--- src/assert_macros.svh ---
// Assertion macros used by the RTL.
`ifndef ASSERT_MACROS_SVH
`define ASSERT_MACROS_SVH

`ifndef SYNTHESIS

`define IMU_ASSERT(label, clk, rst_n, prop, msg) \
  label: assert property (@(posedge clk) disable iff (!(rst_n)) (prop)) else $error(msg);

`define IMU_ASSERT_NEVER(label, clk, rst_n, expr, msg) \
  label: assert property (@(posedge clk) disable iff (!(rst_n)) !(expr)) else $error(msg);

`else

`define IMU_ASSERT(label, clk, rst_n, prop, msg)

`define IMU_ASSERT_NEVER(label, clk, rst_n, expr, msg)

`endif

`endif

--- src/imu_cf_pkg.sv ---
// Constants, widths and the arctangent table of the attitude filter.
package imu_cf_pkg;

  localparam int AtanIdxW = 5;
  localparam int VecW     = 36;
  localparam int ZW       = 34;
  localparam int AngW     = 33;
  localparam int SumW     = 34;
  localparam int AccW     = 44;
  localparam int MulAW    = 35;
  localparam int MulBW    = 17;
  localparam int ProdW    = MulAW + MulBW;
  localparam int OutW     = 17;
  localparam int FracDrop = 16;
  localparam int BlendSh  = 8;

  localparam logic signed [ZW-1:0] Deg90  = 34'sd1509949440;
  localparam logic signed [ZW-1:0] Deg180 = 34'sd3019898880;
  localparam logic signed [ZW-1:0] Deg360 = 34'sd6039797760;

  localparam logic [8:0]  WeightFull  = 9'd256;
  localparam logic [8:0]  WeightReset = 9'd230;
  localparam logic [15:0] GainReset   = 16'd5117;

  localparam logic RegBlend = 1'b0;
  localparam logic RegGain  = 1'b1;

  function automatic logic signed [ZW-1:0] atan_lut(input logic [AtanIdxW-1:0] idx);
    logic signed [ZW-1:0] v;
    case (idx)
      5'd0:    v = 34'sd754974720;
      5'd1:    v = 34'sd445687602;
      5'd2:    v = 34'sd235489088;
      5'd3:    v = 34'sd119537938;
      5'd4:    v = 34'sd60000934;
      5'd5:    v = 34'sd30029717;
      5'd6:    v = 34'sd15018523;
      5'd7:    v = 34'sd7509720;
      5'd8:    v = 34'sd3754917;
      5'd9:    v = 34'sd1877466;
      5'd10:   v = 34'sd938734;
      5'd11:   v = 34'sd469367;
      5'd12:   v = 34'sd234684;
      5'd13:   v = 34'sd117342;
      5'd14:   v = 34'sd58672;
      5'd15:   v = 34'sd29336;
      5'd16:   v = 34'sd14668;
      5'd17:   v = 34'sd7334;
      5'd18:   v = 34'sd3667;
      5'd19:   v = 34'sd1833;
      5'd20:   v = 34'sd917;
      5'd21:   v = 34'sd458;
      5'd22:   v = 34'sd229;
      5'd23:   v = 34'sd115;
      default: v = '0;
    endcase
    return v;
  endfunction

endpackage

--- src/imu_attitude_complementary_filter_unit.sv ---
// Top level of the IMU attitude complementary filter.
// Usage:
//   Input channel (in_valid_i/in_ready_o) carries one raw six-axis sample per
//   transaction plus a clear flag that zeroes roll, pitch and yaw first.
//   Output channel (out_valid_o/out_ready_i) returns roll, pitch and yaw in
//   1/256 degree, one transaction per sample.
//   A shared CORDIC vectoring stage runs CORDIC_STEPS iterations for roll and
//   then for pitch; a shared 35x17 multiplier then does nine blend steps.
//   in_ready_o rises together with out_valid_o, so the block takes no new
//   sample until the previous result has been loaded into the output register.
//   The result sits in an output register; a new sample is accepted while it
//   waits. If the receiver stalls, the next result holds in the final
//   sequencer state until the output register frees up.
//   Reset zeroes the angles, sets blend weight to 230 and gain to 5117.
//   APB: register 0 (byte 0) blend weight, register 1 (byte 4) gyro gain.
//   Write registers only while the block is idle.
`include "assert_macros.svh"

module imu_attitude_complementary_filter_unit #(
  parameter int CORDIC_STEPS = 16
) (
  input  logic                clk_i,
  input  logic                rst_ni,
  input  logic                psel,
  input  logic                penable,
  input  logic                pwrite,
  input  logic [2:0]          paddr,
  input  logic [31:0]         pwdata,
  output logic [31:0]         prdata,
  output logic                pready,
  input  logic                in_valid_i,
  output logic                in_ready_o,
  input  logic signed [15:0]  accel_x_i,
  input  logic signed [15:0]  accel_y_i,
  input  logic signed [15:0]  accel_z_i,
  input  logic signed [15:0]  rate_x_i,
  input  logic signed [15:0]  rate_y_i,
  input  logic signed [15:0]  rate_z_i,
  input  logic                clear_angles_i,
  output logic                out_valid_o,
  input  logic                out_ready_i,
  output logic signed [16:0]  roll_deg_o,
  output logic signed [16:0]  pitch_deg_o,
  output logic signed [16:0]  yaw_deg_o
);

  localparam int CntW = $clog2(CORDIC_STEPS);
  localparam int IdxW = imu_cf_pkg::AtanIdxW;
  localparam int VecW = imu_cf_pkg::VecW;
  localparam int ZW   = imu_cf_pkg::ZW;
  localparam int AngW = imu_cf_pkg::AngW;
  localparam int SumW = imu_cf_pkg::SumW;
  localparam int AccW = imu_cf_pkg::AccW;
  localparam int MulAW = imu_cf_pkg::MulAW;
  localparam int MulBW = imu_cf_pkg::MulBW;
  localparam int ProdW = imu_cf_pkg::ProdW;
  localparam int OutW = imu_cf_pkg::OutW;
  localparam logic [CntW-1:0] LastIter = CntW'(CORDIC_STEPS - 1);

  localparam logic [3:0] BsRollSum  = 4'd0;
  localparam logic [3:0] BsRollW    = 4'd1;
  localparam logic [3:0] BsRollAcc  = 4'd2;
  localparam logic [3:0] BsRollSat  = 4'd3;
  localparam logic [3:0] BsPitchSum = 4'd4;
  localparam logic [3:0] BsPitchW   = 4'd5;
  localparam logic [3:0] BsPitchAcc = 4'd6;
  localparam logic [3:0] BsPitchSat = 4'd7;
  localparam logic [3:0] BsYaw      = 4'd8;

  typedef enum logic [4:0] {
    S_IDLE  = 5'b00001,
    S_ROLL  = 5'b00010,
    S_PITCH = 5'b00100,
    S_BLEND = 5'b01000,
    S_EMIT  = 5'b10000
  } state_e;

  state_e state_q, state_d;

  logic [8:0]  weight_q;
  logic [15:0] gain_q;

  logic signed [15:0] ax_q, az_q, rx_q, ry_q, rz_q;
  logic signed [VecW-1:0] x_q, y_q;
  logic signed [ZW-1:0]   z_q;
  logic                   zero_q;
  logic [CntW-1:0]        cnt_q;
  logic signed [ZW-1:0]   roll_acc_q, pitch_acc_q;
  logic signed [SumW-1:0] sum_q;
  logic signed [AccW-1:0] acc_q;
  logic [3:0]             bstep_q;
  logic signed [AngW-1:0] roll_q, pitch_q, yaw_q;
  logic signed [OutW-1:0] roll_out_q, pitch_out_q, yaw_out_q;
  logic                   out_valid_q;

  logic in_fire, emit_load, cfg_write, last_iter, blend_done;

  assign in_fire    = in_valid_i && in_ready_o;
  assign in_ready_o = (state_q == S_IDLE);
  assign emit_load  = (state_q == S_EMIT) && (!out_valid_q || out_ready_i);
  assign cfg_write  = psel && penable && pwrite && pready;
  assign last_iter  = (cnt_q == LastIter);
  assign blend_done = (bstep_q == BsYaw);

  // APB register file
  assign pready = 1'b1;

  always_comb begin
    unique case (paddr[2])
      imu_cf_pkg::RegBlend: prdata = {23'd0, weight_q};
      imu_cf_pkg::RegGain:  prdata = {16'd0, gain_q};
      default:              prdata = '0;
    endcase
  end

  // CORDIC load: pick operands and turn into the right half plane
  logic signed [16:0]     ld_x, ld_y;
  logic signed [VecW-1:0] vx, vy, lx, ly;
  logic signed [ZW-1:0]   lz;
  logic                   ld_zero;

  always_comb begin
    if (state_q == S_IDLE) begin
      ld_x = {accel_z_i[15], accel_z_i};
      ld_y = {accel_y_i[15], accel_y_i};
    end else begin
      ld_x = {az_q[15], az_q};
      ld_y = -{ax_q[15], ax_q};
    end
    vx = {{(VecW-33){ld_x[16]}}, ld_x, 16'd0};
    vy = {{(VecW-33){ld_y[16]}}, ld_y, 16'd0};
    ld_zero = (ld_x == '0) && (ld_y == '0);
    if (ld_x < 0) begin
      if (ld_y >= 0) begin
        lx = vy;
        ly = -vx;
        lz = imu_cf_pkg::Deg90;
      end else begin
        lx = -vy;
        ly = vx;
        lz = -imu_cf_pkg::Deg90;
      end
    end else begin
      lx = vx;
      ly = vy;
      lz = '0;
    end
  end

  // CORDIC iteration
  logic signed [VecW-1:0] dx, dy, xn, yn;
  logic signed [ZW-1:0]   zn, atan_v, z_fin;

  always_comb begin
    dx     = y_q >>> cnt_q;
    dy     = x_q >>> cnt_q;
    atan_v = imu_cf_pkg::atan_lut(IdxW'(cnt_q));
    if (y_q > 0) begin
      xn = x_q + dx;
      yn = y_q - dy;
      zn = z_q + atan_v;
    end else begin
      xn = x_q - dx;
      yn = y_q + dy;
      zn = z_q - atan_v;
    end
    z_fin = zero_q ? '0 : zn;
  end

  // Shared multiplier and blend arithmetic
  logic [8:0]              w_eff, w_inv;
  logic signed [MulAW-1:0] mul_a;
  logic signed [MulBW-1:0] mul_b;
  logic signed [ProdW-1:0] prod;
  logic signed [AngW-1:0]  ang_sel;
  logic signed [SumW-1:0]  sum_d;
  logic signed [AccW-1:0]  acc_sum, acc_sh, sat_hi, sat_lo;
  logic signed [AngW-1:0]  sat_v;
  logic signed [ZW-1:0]    ysum, ywrap;

  always_comb begin
    w_eff = (weight_q > imu_cf_pkg::WeightFull) ? imu_cf_pkg::WeightFull : weight_q;
    w_inv = imu_cf_pkg::WeightFull - w_eff;
    case (bstep_q)
      BsRollSum: begin
        mul_a = {{(MulAW-16){rx_q[15]}}, rx_q};
        mul_b = {1'b0, gain_q};
      end
      BsRollW, BsPitchW: begin
        mul_a = {{(MulAW-SumW){sum_q[SumW-1]}}, sum_q};
        mul_b = {{(MulBW-9){1'b0}}, w_eff};
      end
      BsRollAcc: begin
        mul_a = {{(MulAW-ZW){roll_acc_q[ZW-1]}}, roll_acc_q};
        mul_b = {{(MulBW-9){1'b0}}, w_inv};
      end
      BsPitchSum: begin
        mul_a = {{(MulAW-16){ry_q[15]}}, ry_q};
        mul_b = {1'b0, gain_q};
      end
      BsPitchAcc: begin
        mul_a = {{(MulAW-ZW){pitch_acc_q[ZW-1]}}, pitch_acc_q};
        mul_b = {{(MulBW-9){1'b0}}, w_inv};
      end
      BsYaw: begin
        mul_a = {{(MulAW-16){rz_q[15]}}, rz_q};
        mul_b = {1'b0, gain_q};
      end
      default: begin
        mul_a = '0;
        mul_b = '0;
      end
    endcase
    prod = mul_a * mul_b;

    ang_sel = (bstep_q == BsRollSum) ? roll_q : pitch_q;
    sum_d   = {{(SumW-AngW){ang_sel[AngW-1]}}, ang_sel} + prod[SumW-1:0];
    acc_sum = acc_q + prod[AccW-1:0];

    acc_sh = acc_q >>> imu_cf_pkg::BlendSh;
    sat_hi = {{(AccW-ZW){imu_cf_pkg::Deg180[ZW-1]}}, imu_cf_pkg::Deg180};
    sat_lo = -sat_hi;
    if (acc_sh > sat_hi) begin
      sat_v = imu_cf_pkg::Deg180[AngW-1:0];
    end else if (acc_sh < sat_lo) begin
      sat_v = sat_lo[AngW-1:0];
    end else begin
      sat_v = acc_sh[AngW-1:0];
    end

    ysum = {{(ZW-AngW){yaw_q[AngW-1]}}, yaw_q} + prod[ZW-1:0];
    if (ysum >= imu_cf_pkg::Deg180) begin
      ywrap = ysum - imu_cf_pkg::Deg360;
    end else if (ysum < -imu_cf_pkg::Deg180) begin
      ywrap = ysum + imu_cf_pkg::Deg360;
    end else begin
      ywrap = ysum;
    end
  end

  // Sequencer
  always_comb begin
    state_d = state_q;
    unique case (state_q)
      S_IDLE:  if (in_fire) state_d = S_ROLL;
      S_ROLL:  if (last_iter) state_d = S_PITCH;
      S_PITCH: if (last_iter) state_d = S_BLEND;
      S_BLEND: if (blend_done) state_d = S_EMIT;
      S_EMIT:  if (emit_load) state_d = S_IDLE;
      default: state_d = S_IDLE;
    endcase
  end

  always_ff @(posedge clk_i or negedge rst_ni) begin
    if (!rst_ni) begin
      state_q     <= S_IDLE;
      weight_q    <= imu_cf_pkg::WeightReset;
      gain_q      <= imu_cf_pkg::GainReset;
      cnt_q       <= '0;
      bstep_q     <= BsRollSum;
      out_valid_q <= 1'b0;
      roll_q      <= '0;
      pitch_q     <= '0;
      yaw_q       <= '0;
    end else begin
      state_q <= state_d;
      if (cfg_write) begin
        unique case (paddr[2])
          imu_cf_pkg::RegBlend: weight_q <= pwdata[8:0];
          imu_cf_pkg::RegGain:  gain_q   <= pwdata[15:0];
          default:              weight_q <= weight_q;
        endcase
      end
      if (in_fire || ((state_q == S_ROLL) && last_iter)) begin
        cnt_q <= '0;
      end else if ((state_q == S_ROLL) || (state_q == S_PITCH)) begin
        cnt_q <= cnt_q + 1'b1;
      end
      if ((state_q == S_PITCH) && last_iter) begin
        bstep_q <= BsRollSum;
      end else if (state_q == S_BLEND) begin
        bstep_q <= bstep_q + 1'b1;
      end
      if (in_fire && clear_angles_i) begin
        roll_q  <= '0;
        pitch_q <= '0;
        yaw_q   <= '0;
      end else if (state_q == S_BLEND) begin
        case (bstep_q)
          BsRollSat:  roll_q  <= sat_v;
          BsPitchSat: pitch_q <= sat_v;
          BsYaw:      yaw_q   <= ywrap[AngW-1:0];
          default:    roll_q  <= roll_q;
        endcase
      end
      if (emit_load) begin
        out_valid_q <= 1'b1;
      end else if (out_ready_i) begin
        out_valid_q <= 1'b0;
      end
    end
  end

  // Datapath
  always_ff @(posedge clk_i) begin
    if (in_fire) begin
      ax_q <= accel_x_i;
      az_q <= accel_z_i;
      rx_q <= rate_x_i;
      ry_q <= rate_y_i;
      rz_q <= rate_z_i;
    end
    if (in_fire || ((state_q == S_ROLL) && last_iter)) begin
      x_q    <= lx;
      y_q    <= ly;
      z_q    <= lz;
      zero_q <= ld_zero;
    end else if ((state_q == S_ROLL) || (state_q == S_PITCH)) begin
      x_q <= xn;
      y_q <= yn;
      z_q <= zn;
    end
    if ((state_q == S_ROLL) && last_iter) begin
      roll_acc_q <= z_fin;
    end
    if ((state_q == S_PITCH) && last_iter) begin
      pitch_acc_q <= z_fin;
    end
    if (state_q == S_BLEND) begin
      case (bstep_q)
        BsRollSum, BsPitchSum: sum_q <= sum_d;
        BsRollW, BsPitchW:     acc_q <= prod[AccW-1:0];
        BsRollAcc, BsPitchAcc: acc_q <= acc_sum;
        default:               acc_q <= acc_q;
      endcase
    end
    if (emit_load) begin
      roll_out_q  <= roll_q[AngW-1:imu_cf_pkg::FracDrop];
      pitch_out_q <= pitch_q[AngW-1:imu_cf_pkg::FracDrop];
      yaw_out_q   <= yaw_q[AngW-1:imu_cf_pkg::FracDrop];
    end
  end

  assign out_valid_o = out_valid_q;
  assign roll_deg_o  = roll_out_q;
  assign pitch_deg_o = pitch_out_q;
  assign yaw_deg_o   = yaw_out_q;

  logic signed [AngW-1:0] ang_lim;
  logic                   roll_in_range, yaw_in_range, emit_stall;

  assign ang_lim       = $signed(imu_cf_pkg::Deg180[AngW-1:0]);
  assign roll_in_range = (roll_q <= ang_lim) && (roll_q >= -ang_lim);
  assign yaw_in_range  = (yaw_q < ang_lim) && (yaw_q >= -ang_lim);
  assign emit_stall    = (state_q == S_EMIT) && out_valid_q && !out_ready_i;

  `IMU_ASSERT(a_busy_after_accept, clk_i, rst_ni, in_fire |=> !in_ready_o, "ready after accept")
  `IMU_ASSERT(a_roll_sat, clk_i, rst_ni, roll_in_range, "roll out of range")
  `IMU_ASSERT(a_yaw_wrap, clk_i, rst_ni, yaw_in_range, "yaw out of range")
  `IMU_ASSERT(a_emit_hold, clk_i, rst_ni, emit_stall |=> (state_q == S_EMIT), "result dropped")

endmodule

--- config.mk ---
export PLATFORM = sky130hd
export DESIGN_NAME = imu_attitude_complementary_filter_unit
export DESIGN_NICKNAME = d
export VERILOG_FILES = /design/src/imu_cf_pkg.sv /design/src/imu_attitude_complementary_filter_unit.sv
export VERILOG_INCLUDE_DIRS = /design/src /design/src/src
export SDC_FILE = /design/constraint.sdc
export NUM_CORES = 2
export LEC_CHECK = 0
export ABC_AREA = 1
export BUFFER_PORTS_ARGS = -buffer_cell sky130_fd_sc_hd__buf_2
export CORE_MARGIN = 5
export CORE_UTILIZATION = 40
export CTS_CLUSTER_SIZE = 24
export DETAILED_ROUTE_END_ITERATION = 7
export HOLD_SLACK_MARGIN = 0.06
export PLACE_DENSITY_LB_ADDON = 0.1
export SYNTH_ARGS = -nofsm -noshare
export SYNTH_HDL_FRONTEND = slang
export SYNTH_SLANG_ARGS = --single-unit
export TNS_END_PERCENT = 20
--- constraint.sdc ---
create_clock -name clk_i -period 23.2 [get_ports clk_i]
set_input_delay 3.48 -clock clk_i [delete_from_list [all_inputs] [get_ports clk_i]]
set_output_delay 3.48 -clock clk_i [all_outputs]
set_load 0.005 [all_outputs]
==> reports/qor.yml <==
outcome:
  status: "finished clean"
drt:
  drc: 0
  drt-total-wl_um: 205000
  drt_iter0_markers: 3976
  antenna_left: 0
  routed_via_density: 5.30
  vias: 51900
  drt_first_pass_iters: 6
  wl_per_cell_um: 20.9
global_route:
  grtUsageTotal_pct: 26.3
  grt_pass1_vias: 51700
  grt_max_degree: 78
  grt_pass1_wl_um: 309000
  antenna_found_initial: 3
  overflow: 0
timing:
  period_minus_slack_ps: 12020
  worstMarginPinSlew_ps: 1200
  whs_ps: 483
  final_hold_viol_count: 0
  fin_skew_ps: 37.4
  fin_tns_setup_ps: 0
  max-slew-margin-rel_pct: 19.7
  clock.fmax_mhz: 83.2
  maxSlewViolCount: 0
  post-route-period-util_pct: 51.8
  finalSetupViolCount: 0
  rsz0062_at_grt: "false"
logic_synthesis:
  synth_top_cell_by_area: "edfxtp_1"
  netlist_area_sq_um: 57900
  synth_warnings: 0
  ys_seq_elements: 522
  synth_ff_type: "edfxtp_1"
  synth_top_area_share_pct: 19.9
  postSynthCellCount: 7761
  avgSynthCellArea_sq_um: 7.47
  synth_common_cells: "1968 x nand2_1, 1242 x inv_1, 739 x nor2_1"
  yosysMostFrequentCell: "nand2_1"
  ys_async_sr_fraction_pct: 26.4
  synth.distinct_cells: 70
  synth_edf_count: 384
  synth.yosys.seq_area_share_pct: 25.9
  ys_top_cells_by_area: "edfxtp_1 20%, fa_1 16%, nand2_1 13%"
critical_path:
  required_ps: 23750
  worstPathArrival_ps: 12570
  critPathMaxFanout: 22
  cp_slowest_cell: "inv_1"
  worst_setup_path_start_kind: "register"
  path_common_cell: "nand2_1"
  endpoint_kind: "register"
  worst-setup-path-type: "reg -> reg"
  slowest_delay_ps: 990
  reg2reg_depth: 44
clock_network:
  cts_hold_buf: 0
  cts_root_buf: "clkbuf_16"
  clkLatencyLatePin_ps: 670
  clk_pin_slew_ps: 60
  cts_resized: 0
  htreeDepth: 2
  tritoncts: "built"
  cts_buffers: 61
  clock-sinks: 522
  clk_path_buf_depth: 3
  postCtsSetupBuffers: 0
final_layout:
  nets: 8793
  drive_gt1_share_pct: 6.10
  seq_area_sq_um: 15000
  instances_no_fill: 9802
  fill_cells: 14900
  syn_to_final_growth_pct: 8.48
  multiInputGateArea_sq_um: 37200
die:
  start_util_pct: 40.3
  dieWidth_um: 391
  die_area_sq_um: 153000
  io_pins: 225
  rows: 139
  die_h_um: 391
  core_area_sq_um: 144000
flow_run:
  max-cap-violations: 0
placed_design:
  port_buffers: 189
  place_inst: 9687
  hpwl_um: 164000
  routabilityCongestion: 0.935
hold_path:
  min_delay_path_depth: 0
  min_path_type: "reg -> reg"
==> path summary, 6_finish.rpt <==
kind	from	endpoint	slack (ps)
max	bstep_q[2]	yaw_q[28]	11180
min	pitch_q[27]	pitch_deg_o[11]	480
max reg2reg	bstep_q[2]	yaw_q[28]	11180
min reg2reg	pitch_q[27]	pitch_deg_o[11]	480
max in group asynchronous	rst_ni	pitch_q[29]	18620
min in group asynchronous	rst_ni	weight_q[3]	2730
==> critical path, delay by kind of cell, from the launching register on <==
| family | cells | cell delay, ps |
|---|---|---|
| buffers and inverters | 8 | 1700 |
| flip-flops | 1 | 530 |
| AO/OA/AOI/OAI | 11 | 2670 |
| XOR/XNOR | 1 | 880 |
| adder cells (fa/ha/maj) | 8 | 3690 |
| AND/OR/NAND/NOR | 16 | 2400 |
==> cell families after synthesis <==
kind of cell,synth area share [%]
AO/OA/AOI/OAI,12.3
XOR/XNOR,3.98
adder cells (fa/ha/maj),23.5
buffers and inverters,10.2
flip-flops,25.9
multiplexers,0.222
other,0.0130
AND/OR/NAND/NOR,23.9
==> area by class of cell <==
class	instances	share of cell area (%)
clock buffers	80	2.61
diodes	2	0.00796
flip-flops and latches	522	23.9
inverters	1268	7.58
well taps	1903	3.79
clock inverters	33	0.593
repair buffers	258	2.34
multi-input cells	5736	59.2
==> layout by cell type, fill, tap and decap left out, types with 118 or more instances in the layout <==
cell / n
xor2_1: 161
dfrtp_1: 118
fa_1: 466
nor2_1: 734
a21oi_1: 416
buf_2: 188
nand2_1: 1962
ha_1: 341
nand3_1: 435
edfxtp_1: 384
o21ai_0: 489
inv_1: 1241
==> per-stage QoR <==
step	utilization (%)	setup WS [ps]	instance area, sq um
final	43.7	11180	62900
after CTS	43.7	11210	62800
after global placement	42.3	11230	60800
after detailed placement	42.3	11200	60800
after floorplan	-	14320	58000
after global routing	43.7	10650	62800
==> layer usage <==
layer	global-route usage (%)	wire length, um	vias up
met3	2.51	8970	301
met5	0	0	-
met4	9.29	8320	0
met2	47.0	101000	1331
met1	33.3	86200	25200
li1	-	-	25100
==> registers in the layout, summed over array words and instances, names as in the netlist, 33 cells and up <==
signal       flops
acc_q           44
pitch_acc_q     34
pitch_q         33
roll_acc_q      34
roll_q          33
sum_q           34
x_q             36
y_q             36
yaw_q           33
z_q             34
Power is left out: the tool's default activity adds up to more than one toggle a clock period on the data nets, which glitch-free logic cannot reach.
